===== src/hdl/bsd_pkg.sv =====
`timescale 1ns / 1ps
package bsd_pkg;

   localparam logic [7:0] PAD_CHAR   = 8'd61;
   localparam logic [7:0] CHAR_NUL   = 8'd0;
   localparam logic [7:0] CHAR_TAB   = 8'd9;
   localparam logic [7:0] CHAR_CR    = 8'd13;
   localparam logic [7:0] CHAR_SPACE = 8'd32;

   localparam logic [24:0] ACC_SENTINEL = 25'd1;
   localparam int HOLD_TWO_BIT   = 12;
   localparam int HOLD_THREE_BIT = 18;
   localparam int HOLD_FOUR_BIT  = 24;

   typedef enum logic [1:0] {
      CLS_TERM,
      CLS_PAD,
      CLS_SEXTET,
      CLS_OTHER
   } char_class_type;

   // One queue entry: up to three results produced by a single character.
   // Bytes go out first-first from data[23:16]; cnt is the result count (1..3).
   typedef struct packed {
      logic [23:0] data;
      logic [1:0]  cnt;
      logic        bval;
      logic        eom;
   } group_type;

   // {hit, value}
   function automatic logic [6:0] sextet_of(input logic [7:0] ch);
      logic [7:0] d;
      logic [6:0] r;
      d = 8'd0;
      r = 7'd0;
      if (ch >= 8'd65 && ch <= 8'd90) begin
         d = ch - 8'd65;
         r = {1'b1, d[5:0]};
      end else if (ch >= 8'd97 && ch <= 8'd122) begin
         d = ch - 8'd71;
         r = {1'b1, d[5:0]};
      end else if (ch >= 8'd48 && ch <= 8'd57) begin
         d = ch + 8'd4;
         r = {1'b1, d[5:0]};
      end else if (ch == 8'd43) begin
         r = {1'b1, 6'd62};
      end else if (ch == 8'd47) begin
         r = {1'b1, 6'd63};
      end
      return r;
   endfunction

   function automatic char_class_type classify(input logic [7:0] ch);
      logic [6:0] s;
      char_class_type c;
      s = sextet_of(ch);
      if (ch == CHAR_NUL || (ch >= CHAR_TAB && ch <= CHAR_CR) || ch == CHAR_SPACE) begin
         c = CLS_TERM;
      end else if (ch == PAD_CHAR) begin
         c = CLS_PAD;
      end else if (s[6]) begin
         c = CLS_SEXTET;
      end else begin
         c = CLS_OTHER;
      end
      return c;
   endfunction

endpackage


===== src/hdl/bsd_front.sv =====
`timescale 1ns / 1ps
module bsd_front
   import bsd_pkg::*;
(
   input  logic       clock,
   input  logic       reset,
   input  logic       accept,
   input  logic [7:0] in_char,
   output logic       push,
   output group_type  entry
);

   logic [24:0] acc_ff, acc_in;
   logic        pad_ff, pad_in;
   logic [24:0] shifted;
   logic [6:0]  sx;

   always_ff @(posedge clock) begin
      if (reset) begin
         acc_ff <= ACC_SENTINEL;
         pad_ff <= 1'b0;
      end else begin
         acc_ff <= acc_in;
         pad_ff <= pad_in;
      end
   end

   assign sx      = sextet_of(in_char);
   assign shifted = {acc_ff[18:0], sx[5:0]};

   always_comb begin
      acc_in = acc_ff;
      pad_in = pad_ff;
      push   = 1'b0;
      entry  = '{data: 24'd0, cnt: 2'd1, bval: 1'b0, eom: 1'b1};
      if (accept) begin
         unique case (classify(in_char))
            CLS_TERM: begin
               push   = !pad_ff;
               acc_in = ACC_SENTINEL;
               pad_in = 1'b0;
            end
            CLS_PAD: begin
               if (!pad_ff) begin
                  push = 1'b1;
                  if (acc_ff[HOLD_THREE_BIT]) begin
                     entry = '{data: {acc_ff[17:2], 8'd0}, cnt: 2'd2, bval: 1'b1, eom: 1'b1};
                  end else if (acc_ff[HOLD_TWO_BIT]) begin
                     entry = '{data: {acc_ff[11:4], 16'd0}, cnt: 2'd1, bval: 1'b1, eom: 1'b1};
                  end
                  acc_in = ACC_SENTINEL;
                  pad_in = 1'b1;
               end
            end
            CLS_SEXTET: begin
               if (!pad_ff) begin
                  if (shifted[HOLD_FOUR_BIT]) begin
                     push   = 1'b1;
                     entry  = '{data: shifted[23:0], cnt: 2'd3, bval: 1'b1, eom: 1'b0};
                     acc_in = ACC_SENTINEL;
                  end else begin
                     acc_in = shifted;
                  end
               end
            end
            CLS_OTHER: begin
            end
            default: begin
            end
         endcase
      end
   end

endmodule


===== src/hdl/bsd_queue.sv =====
`timescale 1ns / 1ps
module bsd_queue
   import bsd_pkg::*;
#(
   parameter int DEPTH = 4
) (
   input  logic      clock,
   input  logic      reset,
   input  logic      wr_en,
   input  group_type wr_data,
   input  logic      rd_en,
   output group_type rd_data,
   output logic      full,
   output logic      empty
);

   localparam int PW = (DEPTH > 1) ? $clog2(DEPTH) : 1;
   localparam int CW = $clog2(DEPTH + 1);
   localparam logic [PW-1:0] LAST_PTR = PW'(DEPTH - 1);
   localparam logic [CW-1:0] DEPTH_CNT = CW'(DEPTH);

   group_type        mem_ff [DEPTH];
   logic [PW-1:0]    wr_ptr_ff, wr_ptr_in;
   logic [PW-1:0]    rd_ptr_ff, rd_ptr_in;
   logic [CW-1:0]    count_ff, count_in;
   logic             do_wr, do_rd;

   assign full  = (count_ff == DEPTH_CNT);
   assign empty = (count_ff == '0);
   assign do_wr = wr_en && !full;
   assign do_rd = rd_en && !empty;
   assign rd_data = mem_ff[rd_ptr_ff];

   always_comb begin
      wr_ptr_in = wr_ptr_ff;
      rd_ptr_in = rd_ptr_ff;
      count_in  = count_ff;
      if (do_wr) begin
         wr_ptr_in = (wr_ptr_ff == LAST_PTR) ? '0 : wr_ptr_ff + 1'b1;
      end
      if (do_rd) begin
         rd_ptr_in = (rd_ptr_ff == LAST_PTR) ? '0 : rd_ptr_ff + 1'b1;
      end
      if (do_wr && !do_rd) begin
         count_in = count_ff + 1'b1;
      end else if (do_rd && !do_wr) begin
         count_in = count_ff - 1'b1;
      end
   end

   always_ff @(posedge clock) begin
      if (reset) begin
         wr_ptr_ff <= '0;
         rd_ptr_ff <= '0;
         count_ff  <= '0;
      end else begin
         wr_ptr_ff <= wr_ptr_in;
         rd_ptr_ff <= rd_ptr_in;
         count_ff  <= count_in;
      end
   end

   always_ff @(posedge clock) begin
      if (do_wr) begin
         mem_ff[wr_ptr_ff] <= wr_data;
      end
   end

endmodule


===== src/hdl/bsd_back.sv =====
`timescale 1ns / 1ps
module bsd_back
   import bsd_pkg::*;
(
   input  logic       clock,
   input  logic       reset,
   input  logic       q_empty,
   input  group_type  q_head,
   output logic       q_pop,
   output logic       out_valid,
   input  logic       out_take,
   output logic [7:0] out_byte,
   output logic       byte_valid,
   output logic       end_of_message,
   output logic       last
);

   logic [1:0] idx_ff, idx_in;
   logic       valid_ff, valid_in;
   logic [7:0] byte_ff, byte_in;
   logic       bval_ff, eom_ff, last_ff;
   logic       load, is_last;

   assign load    = !q_empty && (!valid_ff || out_take);
   assign is_last = (idx_ff == q_head.cnt - 2'd1);
   assign q_pop   = load && is_last;

   always_comb begin
      case (idx_ff)
         2'd0:    byte_in = q_head.data[23:16];
         2'd1:    byte_in = q_head.data[15:8];
         default: byte_in = q_head.data[7:0];
      endcase
      idx_in   = idx_ff;
      valid_in = valid_ff;
      if (load) begin
         idx_in   = is_last ? 2'd0 : idx_ff + 2'd1;
         valid_in = 1'b1;
      end else if (out_take) begin
         valid_in = 1'b0;
      end
   end

   always_ff @(posedge clock) begin
      if (reset) begin
         idx_ff   <= 2'd0;
         valid_ff <= 1'b0;
      end else begin
         idx_ff   <= idx_in;
         valid_ff <= valid_in;
      end
   end

   always_ff @(posedge clock) begin
      if (load) begin
         byte_ff <= byte_in;
         bval_ff <= q_head.bval;
         eom_ff  <= q_head.eom && is_last;
         last_ff <= is_last;
      end
   end

   assign out_valid      = valid_ff;
   assign out_byte       = byte_ff;
   assign byte_valid     = bval_ff;
   assign end_of_message = eom_ff;
   assign last           = last_ff;

endmodule


===== src/hdl/base64_stream_decoder.sv =====
`timescale 1ns / 1ps
// Streaming base64 decoder, standard alphabet, one character per transaction.
// Input side: drive req_in_char with req_push high; the character is taken at
// a clock edge where req_full is low. Output side: while rsp_empty is low the
// oldest decoded result sits on the rsp_ ports; pulse rsp_pop to take it.
// Every fourth alphabet character yields three bytes; '=' flushes one or two
// bytes, or an end marker if under two characters are held, and closes the
// message; NUL or whitespace closes it with an end marker (byte_valid low)
// unless '=' did. rsp_last flags the final result of one character.
// Throughput: one character per cycle in while req_full is low, one result per
// cycle out while rsp_pop takes each; the result stage unrolls a queued group
// one byte per cycle, and QUEUE_DEPTH groups buffer bursts between the two.
// req_full rises only when the group queue is full, which happens while the
// receiver holds off rsp_pop; decoding then stalls with no data lost.
// Reset (synchronous) empties the queue and output stage and restores the
// accumulator to its empty state with no padding pending.
module base64_stream_decoder
   import bsd_pkg::*;
#(
   parameter int QUEUE_DEPTH = 4
) (
   input  logic       clock,
   input  logic       reset,
   input  logic       req_push,
   output logic       req_full,
   input  logic [7:0] req_in_char,
   output logic       rsp_empty,
   input  logic       rsp_pop,
   output logic [7:0] rsp_out_byte,
   output logic       rsp_byte_valid,
   output logic       rsp_end_of_message,
   output logic       rsp_last
);

   logic      accept;
   logic      f_push;
   group_type f_entry;
   logic      q_full, q_empty, q_pop;
   group_type q_head;
   logic      out_valid;

   assign accept    = req_push && !q_full;
   assign req_full  = q_full;
   assign rsp_empty = !out_valid;

   bsd_front u_front (
      .clock   (clock),
      .reset   (reset),
      .accept  (accept),
      .in_char (req_in_char),
      .push    (f_push),
      .entry   (f_entry)
   );

   bsd_queue #(
      .DEPTH (QUEUE_DEPTH)
   ) u_queue (
      .clock   (clock),
      .reset   (reset),
      .wr_en   (f_push),
      .wr_data (f_entry),
      .rd_en   (q_pop),
      .rd_data (q_head),
      .full    (q_full),
      .empty   (q_empty)
   );

   bsd_back u_back (
      .clock          (clock),
      .reset          (reset),
      .q_empty        (q_empty),
      .q_head         (q_head),
      .q_pop          (q_pop),
      .out_valid      (out_valid),
      .out_take       (rsp_pop && !rsp_empty),
      .out_byte       (rsp_out_byte),
      .byte_valid     (rsp_byte_valid),
      .end_of_message (rsp_end_of_message),
      .last           (rsp_last)
   );

`ifndef SYNTHESIS
   a_eom_is_last: assert property (@(posedge clock) disable iff (reset)
      !rsp_empty && rsp_end_of_message |-> rsp_last)
      else $error("end_of_message on a result that is not last");

   a_marker_shape: assert property (@(posedge clock) disable iff (reset)
      !rsp_empty && !rsp_byte_valid |-> rsp_end_of_message && rsp_out_byte == 8'd0)
      else $error("end marker with bad contents");

   a_reset_clears: assert property (@(posedge clock)
      reset |=> rsp_empty && !req_full)
      else $error("reset did not clear the pipeline");

   a_stall_holds: assert property (@(posedge clock) disable iff (reset)
      !rsp_empty && !rsp_pop |=> !rsp_empty && $stable(rsp_out_byte) && $stable(rsp_last))
      else $error("result changed while stalled");
`endif

endmodule

===== config.mk =====
export PLATFORM = sky130hd
export DESIGN_NAME = base64_stream_decoder
export DESIGN_NICKNAME = d
export VERILOG_FILES = /design/src/hdl/bsd_pkg.sv /design/src/hdl/bsd_front.sv /design/src/hdl/bsd_queue.sv /design/src/hdl/bsd_back.sv /design/src/hdl/base64_stream_decoder.sv
export SDC_FILE = /design/constraint.sdc
export NUM_CORES = 1
export LEC_CHECK = 0
export ABC_AREA = 0
export CAP_MARGIN = 0
export CORE_ASPECT_RATIO = 1.5
export CORE_MARGIN = 3
export CORE_UTILIZATION = 54
export DETAILED_ROUTE_END_ITERATION = 16
export DONT_BUFFER_PORTS = 1
export PLACE_DENSITY = 0.77
export SYNTH_ARGS = -nofsm -noshare
export SYNTH_HDL_FRONTEND = slang
export SYNTH_SLANG_ARGS = --single-unit

===== constraint.sdc =====
create_clock -name clock -period 4.8 [get_ports clock]
set_input_delay 0.24 -clock clock [delete_from_list [all_inputs] [get_ports clock]]
set_output_delay 0.24 -clock clock [all_outputs]
set_load 0.03 [all_outputs]

# Word level (Yosys, flattened, before mapping)
# Memories as Yosys holds them, arrays and structs flattened. A register that Yosys moved wholly into a read port is not among the register bits.
# Cells that the tools add are included.
dict set report classes {
  n_mux 39
  add_sub_neg 9
  eq_ne 13
  order_cmp 8
  reduce_logical 32
}
# cell count
set ops {}
lappend ops {{28-bit 2-to-1 mux} 6}
lappend ops {{19-bit 2-to-1 mux} 3}
lappend ops {{19-bit case mux with 3 select lines} 1}
lappend ops {{28-bit case mux with 2 select lines} 1}
lappend ops {{7-bit 2-to-1 mux} 6}
lappend ops {{8-bit by 6-bit equality test with 1-bit output, second input constant} 4}
lappend ops {{8-bit by 7-bit >= comparator with 1-bit output, second input constant} 2}
lappend ops {{8-bit by 7-bit <= comparator with 1-bit output, second input constant} 2}
lappend ops {{2-bit 2-to-1 mux} 8}
lappend ops {{8-bit case mux with 2 select lines} 1}
lappend ops {{1-bit logical AND} 13}
lappend ops {{1-bit 2-to-1 mux} 9}
lappend ops {{8-bit by 4-bit >= comparator with 1-bit output, second input constant} 1}
lappend ops {{8-bit by 6-bit >= comparator with 1-bit output, second input constant} 1}
lappend ops {{8-bit by 4-bit <= comparator with 1-bit output, second input constant} 1}
lappend ops {{8-bit by 6-bit <= comparator with 1-bit output, second input constant} 1}
lappend ops {{8-bit logical NOT} 1}
lappend ops {{2-bit by 1-bit adder with 2-bit output, second input constant} 3}
lappend ops {{6-bit by 3-bit adder with 6-bit output, second input constant} 1}
lappend ops {{2-bit equality test, second input constant} 3}
lappend ops {{1-bit logical NOT} 6}
lappend ops {{3-bit 2-to-1 mux} 2}
lappend ops {{2-bit nonzero test} 3}
lappend ops {{6-bit by 1-bit subtractor with 6-bit output, second input constant} 1}
lappend ops {{16 further kinds} 21}
dict set report totals {
  memories 1
  in_bits 12
  reg_bits 41
  mem_bits_rw 112
}
# memory words width rd rd_ports_with_merged_regs wr line_no
set mem_list {}
lappend mem_list {u_queue.mem_ff 4 28 1 1 1 bsd_queue.sv:22} ;# group_type mem_ff [DEPTH];

# Logic depth before layout (Yosys ltp)
# Gate-level depths: netlist of run 1.
dict set report logic_depth {
  depth_word 19
  ltp_mapped 19
  depth_no_buf 16
}

# Hierarchy
# Synthesis of run 1 repeated with hierarchy kept, for this count alone.
dict set report unflattened {
  hier_cells 505
  hier_area_um2 7179.4
}
# module area_each_um2 instances cells_per_inst
set modules_own_cells {}
lappend modules_own_cells {bsd_queue 4541.9 1 196}
lappend modules_own_cells {bsd_front 1949.4 1 246}
lappend modules_own_cells {bsd_back 669.4 1 60}
lappend modules_own_cells {base64_stream_decoder 18.8 1 3}

# Worst setup path after synthesis of run 1
# Ideal clock, no wire load.
dict set report synth_path {
  path_kind {input port to flip-flop}
  from {input req_in_char[3]}
  to {register u_queue.count_ff[2]}
  setup_slack_ns 1.058
  arrival_time_ns 3.671
  setup_ns 0.070
  path_buffers 2
  cell_stages 18
  required_time_ns 4.730
  path_cell_list {clkbuf_1 -> inv_1 -> ha_1 -> nand2_1 -> o311a_1 -> and2_0 -> clkbuf_1 -> nor2_1 -> o21a_1 -> ha_1 -> or3_4 -> a211oi_4 -> ha_1 -> inv_1 -> fa_1 -> xor2_1 -> or3_1 -> a21oi_1}
}
dict set report synth_between {
  elab_chain_len 18
}
# item line_no
set synth_lines {}
lappend synth_lines {{start: declaration} base64_stream_decoder.sv:26} ;# input logic [7:0] req_in_char,
lappend synth_lines {{parallel branches: the longest is 9 deep, another holds 8-bit by 6-bit >= comparator with 1-bit output} -}
lappend synth_lines {{2-bit 2-to-1 mux *} bsd_pkg.sv:58} ;# if (ch == CHAR_NUL || (ch >= CHAR_TAB && ch <= CHAR_CR) || ch == CHAR_SPACE) begin
lappend synth_lines {{2-bit 2-to-1 mux *} bsd_front.sv:36} ;# if (accept) begin
lappend synth_lines {{2-bit equality test (tied with other cells)} bsd_front.sv:37} ;# unique case (classify(in_char))
lappend synth_lines {{1-bit case mux with 3 select lines *} bsd_front.sv:37}
lappend synth_lines {{1-bit 2-to-1 mux *} bsd_front.sv:36}
lappend synth_lines {{1-bit logical AND *} bsd_queue.sv:30} ;# assign do_wr = wr_en && !full;
lappend synth_lines {{named net u_queue.do_wr} bsd_queue.sv:26} ;# logic do_wr, do_rd;
lappend synth_lines {{1-bit logical NOT} bsd_queue.sv:46} ;# end else if (do_rd && !do_wr) begin
lappend synth_lines {{1-bit logical AND} bsd_queue.sv:46}
lappend synth_lines {{2-bit nonzero test (no source line)} -}
lappend synth_lines {{end signal: assignment} bsd_queue.sv:59} ;# count_ff <= count_in;
lappend synth_lines {{end: declaration} bsd_queue.sv:25} ;# logic [CW-1:0] count_ff, count_in;
# Mark *: on every way through the listed nets, which the timed path passes. The select of a mux whose other input is x is not followed.
# A chain may end at the register's enable or synchronous reset.

# Worst setup path in the final report of run 1
dict set report layout_path {
  from {input req_in_char[2]}
  to {register u_queue.count_ff[2]}
}
# Same word-level chain as after synthesis.

==> results of run 1 <==
[registers in the layout, summed over array words and instances (netlist names), named ones only]
register	flops
u_back.out_byte	8
u_front.acc_ff	19
u_back.last	1
u_front.pad_ff	1
u_queue.rd_ptr_ff	2
u_back.byte_valid	1
u_back.out_valid	1
u_queue.wr_ptr_ff	2
u_queue.count_ff	3
u_back.end_of_message	1
u_queue.mem_ff	112
u_back.idx_ff	2
[stage by stage]
step,hold WS [ns],cell area [um^2],utilization,worst slack [ns]
detailed placement,0.3137,6968,0.5711,0.7950
floorplan,0.4322,6823,-,1.058
global placement,0.3125,6968,0.5711,0.9037
CTS,0.01061,7579,0.6212,1.201
finish,0.02976,7579,0.6212,1.169
global route,0.02960,7579,0.6212,0.9272
[routing by layer]
layer	up-vias	share of wire
met1	1905	0.40
met4	0	0.032
li1	1766	-
met3	25	0.036
met2	104	0.53
met5	-	0
[worst max path at each step]
stage | start | end
6_report | req_in_char[2] | u_queue.count_ff[2]
5_1_grt | req_in_char[2] | u_queue.count_ff[2]
4_1_cts | req_in_char[2] | u_queue.count_ff[2]
3_5_place_dp | req_in_char[2] | u_queue.count_ff[2]
3_3_place_gp | req_in_char[2] | u_queue.count_ff[2]
2_1_floorplan | req_in_char[3] | u_queue.count_ff[2]
[report_power, final]
| part | internal [mW] | leakage, nW | switching (mW) |
|---|---|---|---|
| Combinational | 0.0317 | 0.810 | 0.0507 |
| Clock | 0.819 | 0.282 | 0.527 |
| Sequential | 1.44 | 1.28 | 0.00421 |
[cell usage in the layout (no fill, tap or decap), types with 3 or more instances in the layout]
cell type | Yosys | routed
sky130_fd_sc_hd__clkbuf_16 | 0 | 17
sky130_fd_sc_hd__xnor2_1 | 5 | 5
sky130_fd_sc_hd__edfxtp_1 | 123 | 123
sky130_fd_sc_hd__and2_1 | 13 | 13
sky130_fd_sc_hd__dfxtp_1 | 32 | 31
sky130_fd_sc_hd__inv_1 | 17 | 17
sky130_fd_sc_hd__bufinv_16 | 0 | 3
sky130_fd_sc_hd__ha_1 | 20 | 20
sky130_fd_sc_hd__buf_4 | 0 | 8
sky130_fd_sc_hd__o21ai_0 | 10 | 10
sky130_fd_sc_hd__a221o_1 | 8 | 8
sky130_fd_sc_hd__mux4_1 | 3 | 3
sky130_fd_sc_hd__nand3_1 | 18 | 18
sky130_fd_sc_hd__nor3_1 | 4 | 4
sky130_fd_sc_hd__a2bb2oi_1 | 3 | 3
sky130_fd_sc_hd__clkinvlp_4 | 0 | 4
sky130_fd_sc_hd__mux2i_1 | 9 | 9
sky130_fd_sc_hd__o21a_1 | 3 | 3
sky130_fd_sc_hd__a22oi_1 | 3 | 3
sky130_fd_sc_hd__mux4_2 | 25 | 25
sky130_fd_sc_hd__nor2_1 | 22 | 22
sky130_fd_sc_hd__nor4_1 | 3 | 3
sky130_fd_sc_hd__a21oi_1 | 24 | 24
sky130_fd_sc_hd__a22o_1 | 8 | 8
sky130_fd_sc_hd__nand2_1 | 26 | 26
sky130_fd_sc_hd__nand2b_1 | 3 | 3
sky130_fd_sc_hd__nor2b_1 | 12 | 12
[timing repair]
action                                 in CTS  in global routing
setup endpoints to repair                   0                  0
setup buffers                               0                  0
gates resized for setup                     0                  0
hold buffers                                1                  0
endpoints found under the hold margin      26                  0
[area by class of cell]
cell class | count | area, um^2 | area share
clock buffers | 18 | 429.2 | 0.05663
clock inverters | 14 | 171.4 | 0.02262
inverters | 17 | 63.81 | 0.008420
flip-flops and latches | 155 | 4335 | 0.5721
well taps | 153 | 191.4 | 0.02526
multi-input cells | 263 | 2317 | 0.3058
repair buffers | 9 | 70.07 | 0.009245
[critical path: stages]
cell and delay [ns]:
sky130_fd_sc_hd__inv_1 0.07, sky130_fd_sc_hd__ha_1 0.28, sky130_fd_sc_hd__nor2b_1 0.17, sky130_fd_sc_hd__o31ai_2 0.41, sky130_fd_sc_hd__o21a_1 0.22, sky130_fd_sc_hd__nor2_1 0.07
sky130_fd_sc_hd__o21ai_0 0.27, sky130_fd_sc_hd__ha_1 0.37, sky130_fd_sc_hd__nand2_1 0.19, sky130_fd_sc_hd__a211oi_4 0.38, sky130_fd_sc_hd__ha_1 0.25, sky130_fd_sc_hd__inv_1 0.06
sky130_fd_sc_hd__fa_1 0.37, sky130_fd_sc_hd__xor2_1 0.16, sky130_fd_sc_hd__or3_1 0.32, sky130_fd_sc_hd__a21oi_1 0.15
[cells by family (layout without fill, tap and decap cells)]
kind of cell,count (synthesis),count (layout),synth area share
multiplexers,38,38,0.1095
flip-flops,155,155,0.6352
AND/OR/NAND/NOR,118,118,0.09555
XOR/XNOR,8,8,0.01137
buffers and inverters,41,58,0.02512
adder cells (fa/ha/maj),21,21,0.03961
AO/OA/AOI/OAI,78,78,0.08363
==> flow_metrics.tcl, run 1 <==
set metrics [dict create \
    route.detailed.drc 0 \
    timing.critical_path.arrival_ns 3.98 \
    vias_in_the_first_global_route 3882 \
    ctsLongestPathBuffers 2 \
    post_synth_main_area_contributors "sky130_fd_sc_hd__edfxtp_1 (54%), sky130_fd_sc_hd__dfxtp_1 (9.4%), sky130_fd_sc_hd__mux4_2 (8.3%), sky130_fd_sc_hd__ha_1 (3.7%), sky130_fd_sc_hd__a21oi_1 (1.8%)" \
    grt_setup_unrepaired "false" \
    yosys_warnings 0 \
    flip_flop_and_latch_count_after_synthesis 155 \
    number_of_port_buffers 0 \
    route.detailed.vias_per_inst 6.041 \
    setup.worst_path.end_class "flip-flop" \
    fraction_of_layout_instances_using_a_drive_strength_above_1 0.1618 \
    cell_taking_the_most_area_after_synthesis "sky130_fd_sc_hd__edfxtp_1" \
    floorplan.initialDensity 0.5592 \
    edff_count_synth 123 \
    cts-buffers-inserted 17 \
    grt_use_met3 0.04565 \
    totalNegativeSetupSlack_ns 0 \
    placeable_core_region_mm2 0.01220 \
    achievable-frequency_ghz 0.2754 \
    r2r-end "u_queue.count_ff[2]" \
    final_period_minus_worst_setup_slack_ns 3.631 \
    relSlewSlack 0.3331 \
    finalHoldViolations 0 \
    cts.htree.levels 4 \
    detail_route.wl_per_cell_um 20.04 \
    mappedNetlistNets 492 \
    ys_async_sr_fraction 0 \
    dp_wirelength_mm 7.849 \
    synthMostInstantiatedCell "sky130_fd_sc_hd__edfxtp_1" \
    report.power.total_mw 2.868 \
    grtUsageTotal 0.1935 \
    count_of_final_setup_violators 0 \
    startpoint_type "primary input" \
    worst_hold_path_type "in -> reg" \
    post_route_skew_ns 0.007233 \
    power_density_mw_per_mm2 378.4 \
    syn_inst 459 \
    global_route.usage.met1 0.2248 \
    ys_types 62 \
    synth_top_cells_by_count "sky130_fd_sc_hd__edfxtp_1 (123), sky130_fd_sc_hd__dfxtp_1 (32), sky130_fd_sc_hd__nand2_1 (26)" \
    clock_insertion_delay_worst_skew_ns 0.42 \
    pin_count_of_the_biggest_net_entering_global_routing 29 \
    die-width_um 97.78 \
    detail_route.first_pass.iterations 5 \
    slew_violations 0 \
    ys_dominant_reg_cell "sky130_fd_sc_hd__edfxtp_1" \
    areaGrowthSynthToFinish_pct 11.08 \
    wire_length_of_the_first_global_routing_pass_mm 20.56 \
    synth-seq-area-share 0.6352 \
    result_of_the_run "finished clean" \
    global_route.peak_usage_layer "met2" \
    global_route_total_overflow 0 \
    max_slew.worst_pin.slew_ns 0.9970 \
    avgSynthCellArea_um2 14.86 \
    final_net_count 496 \
    timing.hold.worst.start "reset" \
    layout.cells.non_filler 629 \
    tritoncts "done" \
    r2r_slack_ns 1.78 \
    critical_path.max_fanout 9 \
    top_level_ports 25 \
    drt_first_iter_violations 242 \
    clock_sink_count 155 \
    fp-row-count 49 \
    num_vias 3800 \
    route.antenna.remaining_nets 0 \
    max-vdd-ir-drop_mv 0.2491 \
    yosysTopAreaCellShare 0.5414 \
    min_delay_worst_endpoint "u_front.acc_ff[0]" \
    synth.cell_area_mm2 0.006823 \
    criticalPathCategory "in -> reg" \
    die_h_um 143.7 \
    globalplace.congestion 0.8419 \
    power_leakage_nw 2.374 \
    globalRouteMet2Util 0.3365 \
    routed_wirelength_mm 12.60 \
    worst_r2r_path_cells 11 \
    antenna_diode_count 0 \
    antenna_violations_before_repair 0 \
    drv_cap 0 \
    cts_root_buffer "sky130_fd_sc_hd__clkbuf_16" \
    floorplan.die_area_mm2 0.01405 \
    worstPathRequired_ns 5.15 \
    hold_crit_depth 2 \
    fillerInstances 893 \
    post-place-cells 596 \
    timing.final.crit_share 0.7564 \
    cts.reportedPaths.clkPinSlew_ns 0.06 \
]
Note: power is estimated with default switching activity, not from simulation.
==> run 2, diff against run 1 <==
--- a/config.mk
+++ b/config.mk
@@ -12,7 +12,7 @@
 export CORE_UTILIZATION = 54
 export DETAILED_ROUTE_END_ITERATION = 16
 export DONT_BUFFER_PORTS = 1
-export PLACE_DENSITY = 0.77
+export PLACE_DENSITY = 0.8
 export SYNTH_ARGS = -nofsm -noshare
 export SYNTH_HDL_FRONTEND = slang
 export SYNTH_SLANG_ARGS = --single-unit
==> constraint.sdc (replaced) <==
create_clock -name clock -period 3 [get_ports clock]
set_input_delay 0.15 -clock clock [delete_from_list [all_inputs] [get_ports clock]]
set_output_delay 0.15 -clock clock [all_outputs]
set_load 0.03 [all_outputs]
==> run 2 against run 1 <==
Against the previous run: register-to-register slack worse by 1.6 ns; sequential power is 60% higher; power is 58% higher; via count is 5.3% higher; non-clock buffer count is 33 higher; worst hold slack worse by 0.019 ns; sequential cell count stayed put; sequential share of layout area is 2.5 points lower; routed wire length is 5.7% higher; die area stayed put.
==> flow_metrics.tcl, run 2 (synthesis gave the netlist of run 1 again) <==
set metrics [dict create \
    floorplan.initialDensity 0.5592 \
    share_of_power_burned_in_combinational_logic 0.037 \
    wire_length_of_the_first_global_routing_pass_mm 21.76 \
    top_level_ports 25 \
    globalplace.congestion 0.8599 \
    max_slew.worst_pin.slew_ns 1.025 \
    route.detailed.vias_per_inst 6.045 \
    post_dp_cell_area_mm2 0.007316 \
    sequential_share_of_power 0.509 \
    worstPathRequired_ns 3.34 \
    critical_path.max_fanout 7 \
    clock_insertion_delay_worst_skew_ns 0.42 \
    post-place-cells 626 \
    cts-buffers-inserted 17 \
    largest_register_ff_count 112 \
    detail_route.first_pass.iterations 4 \
    post-route-worst-setup-slack_ns 0.1194 \
    finalHoldViolations 0 \
    report.power.total_mw 4.529 \
    global_route_total_overflow 0 \
    post_route_skew_ns 0.007070 \
    ctsLongestPathBuffers 2 \
    cts.htree.levels 4 \
    routed_wirelength_mm 13.32 \
    power_density_mw_per_mm2 571.3 \
    drt_first_iter_violations 234 \
    criticalPathCategory "in -> reg" \
    antenna_violations_before_repair 0 \
    floorplan.die_area_mm2 0.01405 \
    fraction_of_layout_instances_using_a_drive_strength_above_1 0.2397 \
    timing.critical_path.arrival_ns 3.22 \
    vias_in_the_first_global_route 4305 \
    worst_r2r_path_cells 10 \
    num_vias 4002 \
    drv_cap 0 \
    dp_wirelength_mm 8.467 \
    totalNegativeSetupSlack_ns 0 \
    critPathTopFamily "compound AO/OA/AOI/OAI gates" \
    cts.reportedPaths.clkPinSlew_ns 0.06 \
    placeable_core_region_mm2 0.01220 \
    slew_violations 0 \
    route.detailed.drc 0 \
    fillerInstances 802 \
    clock_power_share 0.455 \
    setup.worst_path.end_class "flip-flop" \
    relSlewSlack 0.3147 \
    crit_chain "clkinvlp_4 -> ha_4 -> nor2b_4 -> o31ai_4 -> o21a_1 -> nor2_1 -> o21a_1 -> ha_2 -> or3_4 -> a211oi_4 -> ha_2 -> inv_2 -> fa_2 -> xor2_1 -> or3_1 -> a21oi_1" \
    internal_power_mw 3.597 \
    r2r-end "u_queue.count_ff[2]" \
    cp.buffers_inverters 2 \
    mostFrequentLayoutCells "sky130_fd_sc_hd__edfxtp_1 (123), sky130_fd_sc_hd__buf_4 (35), sky130_fd_sc_hd__dfxtp_1 (31)" \
    cts_root_buffer "sky130_fd_sc_hd__clkbuf_16" \
    timing.final.crit_share 0.9602 \
    max-vdd-ir-drop_mv 0.3728 \
    dpl_worst_slack_ns -0.3089 \
    hold_crit_depth 3 \
    antenna_diode_count 0 \
    achievable-frequency_ghz 0.3471 \
    cpMaxStageDelayCell "sky130_fd_sc_hd__or3_4" \
    largest_register_by_flop_count "u_queue.mem_ff" \
    fp-row-count 49 \
    route.antenna.remaining_nets 0 \
    final_net_count 529 \
    worst_hold_path_type "in -> reg" \
    die_h_um 143.7 \
    grtUsageTotal 0.2037 \
    detail_route.wl_per_cell_um 20.11 \
    final_period_minus_worst_setup_slack_ns 2.881 \
    swShare 0.2058 \
    r2r_slack_ns 0.23 \
    netSwitchingPower_uw 932.3 \
    timing.hold.worst.start "reset" \
    number_of_port_buffers 0 \
    startpoint_type "primary input" \
    min_delay_worst_endpoint "u_front.acc_ff[3]" \
    count_of_final_setup_violators 0 \
    power_leakage_nw 2.626 \
    die-width_um 97.78 \
    layout_commonest_cell "sky130_fd_sc_hd__edfxtp_1" \
    layout.cells.non_filler 662 \
    clock_sink_count 155 \
    areaGrowthSynthToFinish_pct 16.19 \
    critical_path.max_stage_delay_ns 0.40 \
    pin_count_of_the_biggest_net_entering_global_routing 29 \
    design_area_mm2 0.007928 \
    tritoncts "done" \
    result_of_the_run "finished clean" \
]
## run 2: what timing repair did
item	4_1_cts	5_1_grt
endpoints found under the hold margin	32	0
endpoints found under the setup margin	0	1
resized for setup	0	0
setup buffers	0	2
hold buffers	2	0
## run 2: area by class of cell
type / instances / area [um^2] / area share
clock buffers: 18 / 429.2 / 0.05414
clock inverters: 14 / 147.6 / 0.01862
inverters: 17 / 70.07 / 0.008838
multi-input cells: 263 / 2371 / 0.2991
flip-flops and latches: 155 / 4335 / 0.5469
well taps: 153 / 191.4 / 0.02415
repair buffers: 42 / 382.9 / 0.04830
## run 2: how the worst max path moves through the flow
stage              startpoint             endpoint  slack (ns)  cells after the start
2_1_floorplan  req_in_char[2]  u_queue.count_ff[2]       -0.39                     16
3_3_place_gp   req_in_char[2]  u_queue.count_ff[2]       -0.15                     16
3_5_place_dp   req_in_char[2]  u_queue.count_ff[2]       -0.31                     16
4_1_cts        req_in_char[2]  u_queue.count_ff[2]        0.13                     16
5_1_grt        req_in_char[2]  u_queue.count_ff[2]       -0.02                     16
6_report       req_in_char[2]  u_queue.count_ff[2]        0.12                     16
## run 2: power groups by stage
stage	combinational (mW)	sequential [mW]	clock, mW
floorplan	0.119	2.35	0
global placement	0.151	2.35	0
detailed placement	0.157	2.35	0
finish	0.167	2.30	2.06
CTS	0.165	2.30	2.10
global route	0.184	2.30	2.18
## run 2: through the flow
stage	utilization	hold slack [ns]
after floorplan	-	0.3515
after global placement	0.5996	0.2217
after detailed placement	0.5996	0.2248
after CTS	0.6485	0.001973
after global routing	0.6498	0.01641
final	0.6498	0.01106
## run 2: tightest hold or removal path, cell delays in order
cell                      delay (ns)
sky130_fd_sc_hd__nor2_1         0.08
sky130_fd_sc_hd__nand2_1        0.08
sky130_fd_sc_hd__o21ai_0        0.07
## run 2: routing by layer
| layer | track usage | vias to the layer above | part of all wire |
|---|---|---|---|
| li1 | - | 1843 | - |
| met1 | 0.2206 | 1988 | 0.38 |
| met4 | 0.1087 | 0 | 0.035 |
| met2 | 0.3654 | 132 | 0.54 |
| met3 | 0.05342 | 39 | 0.047 |
| met5 | 0 | - | 0 |
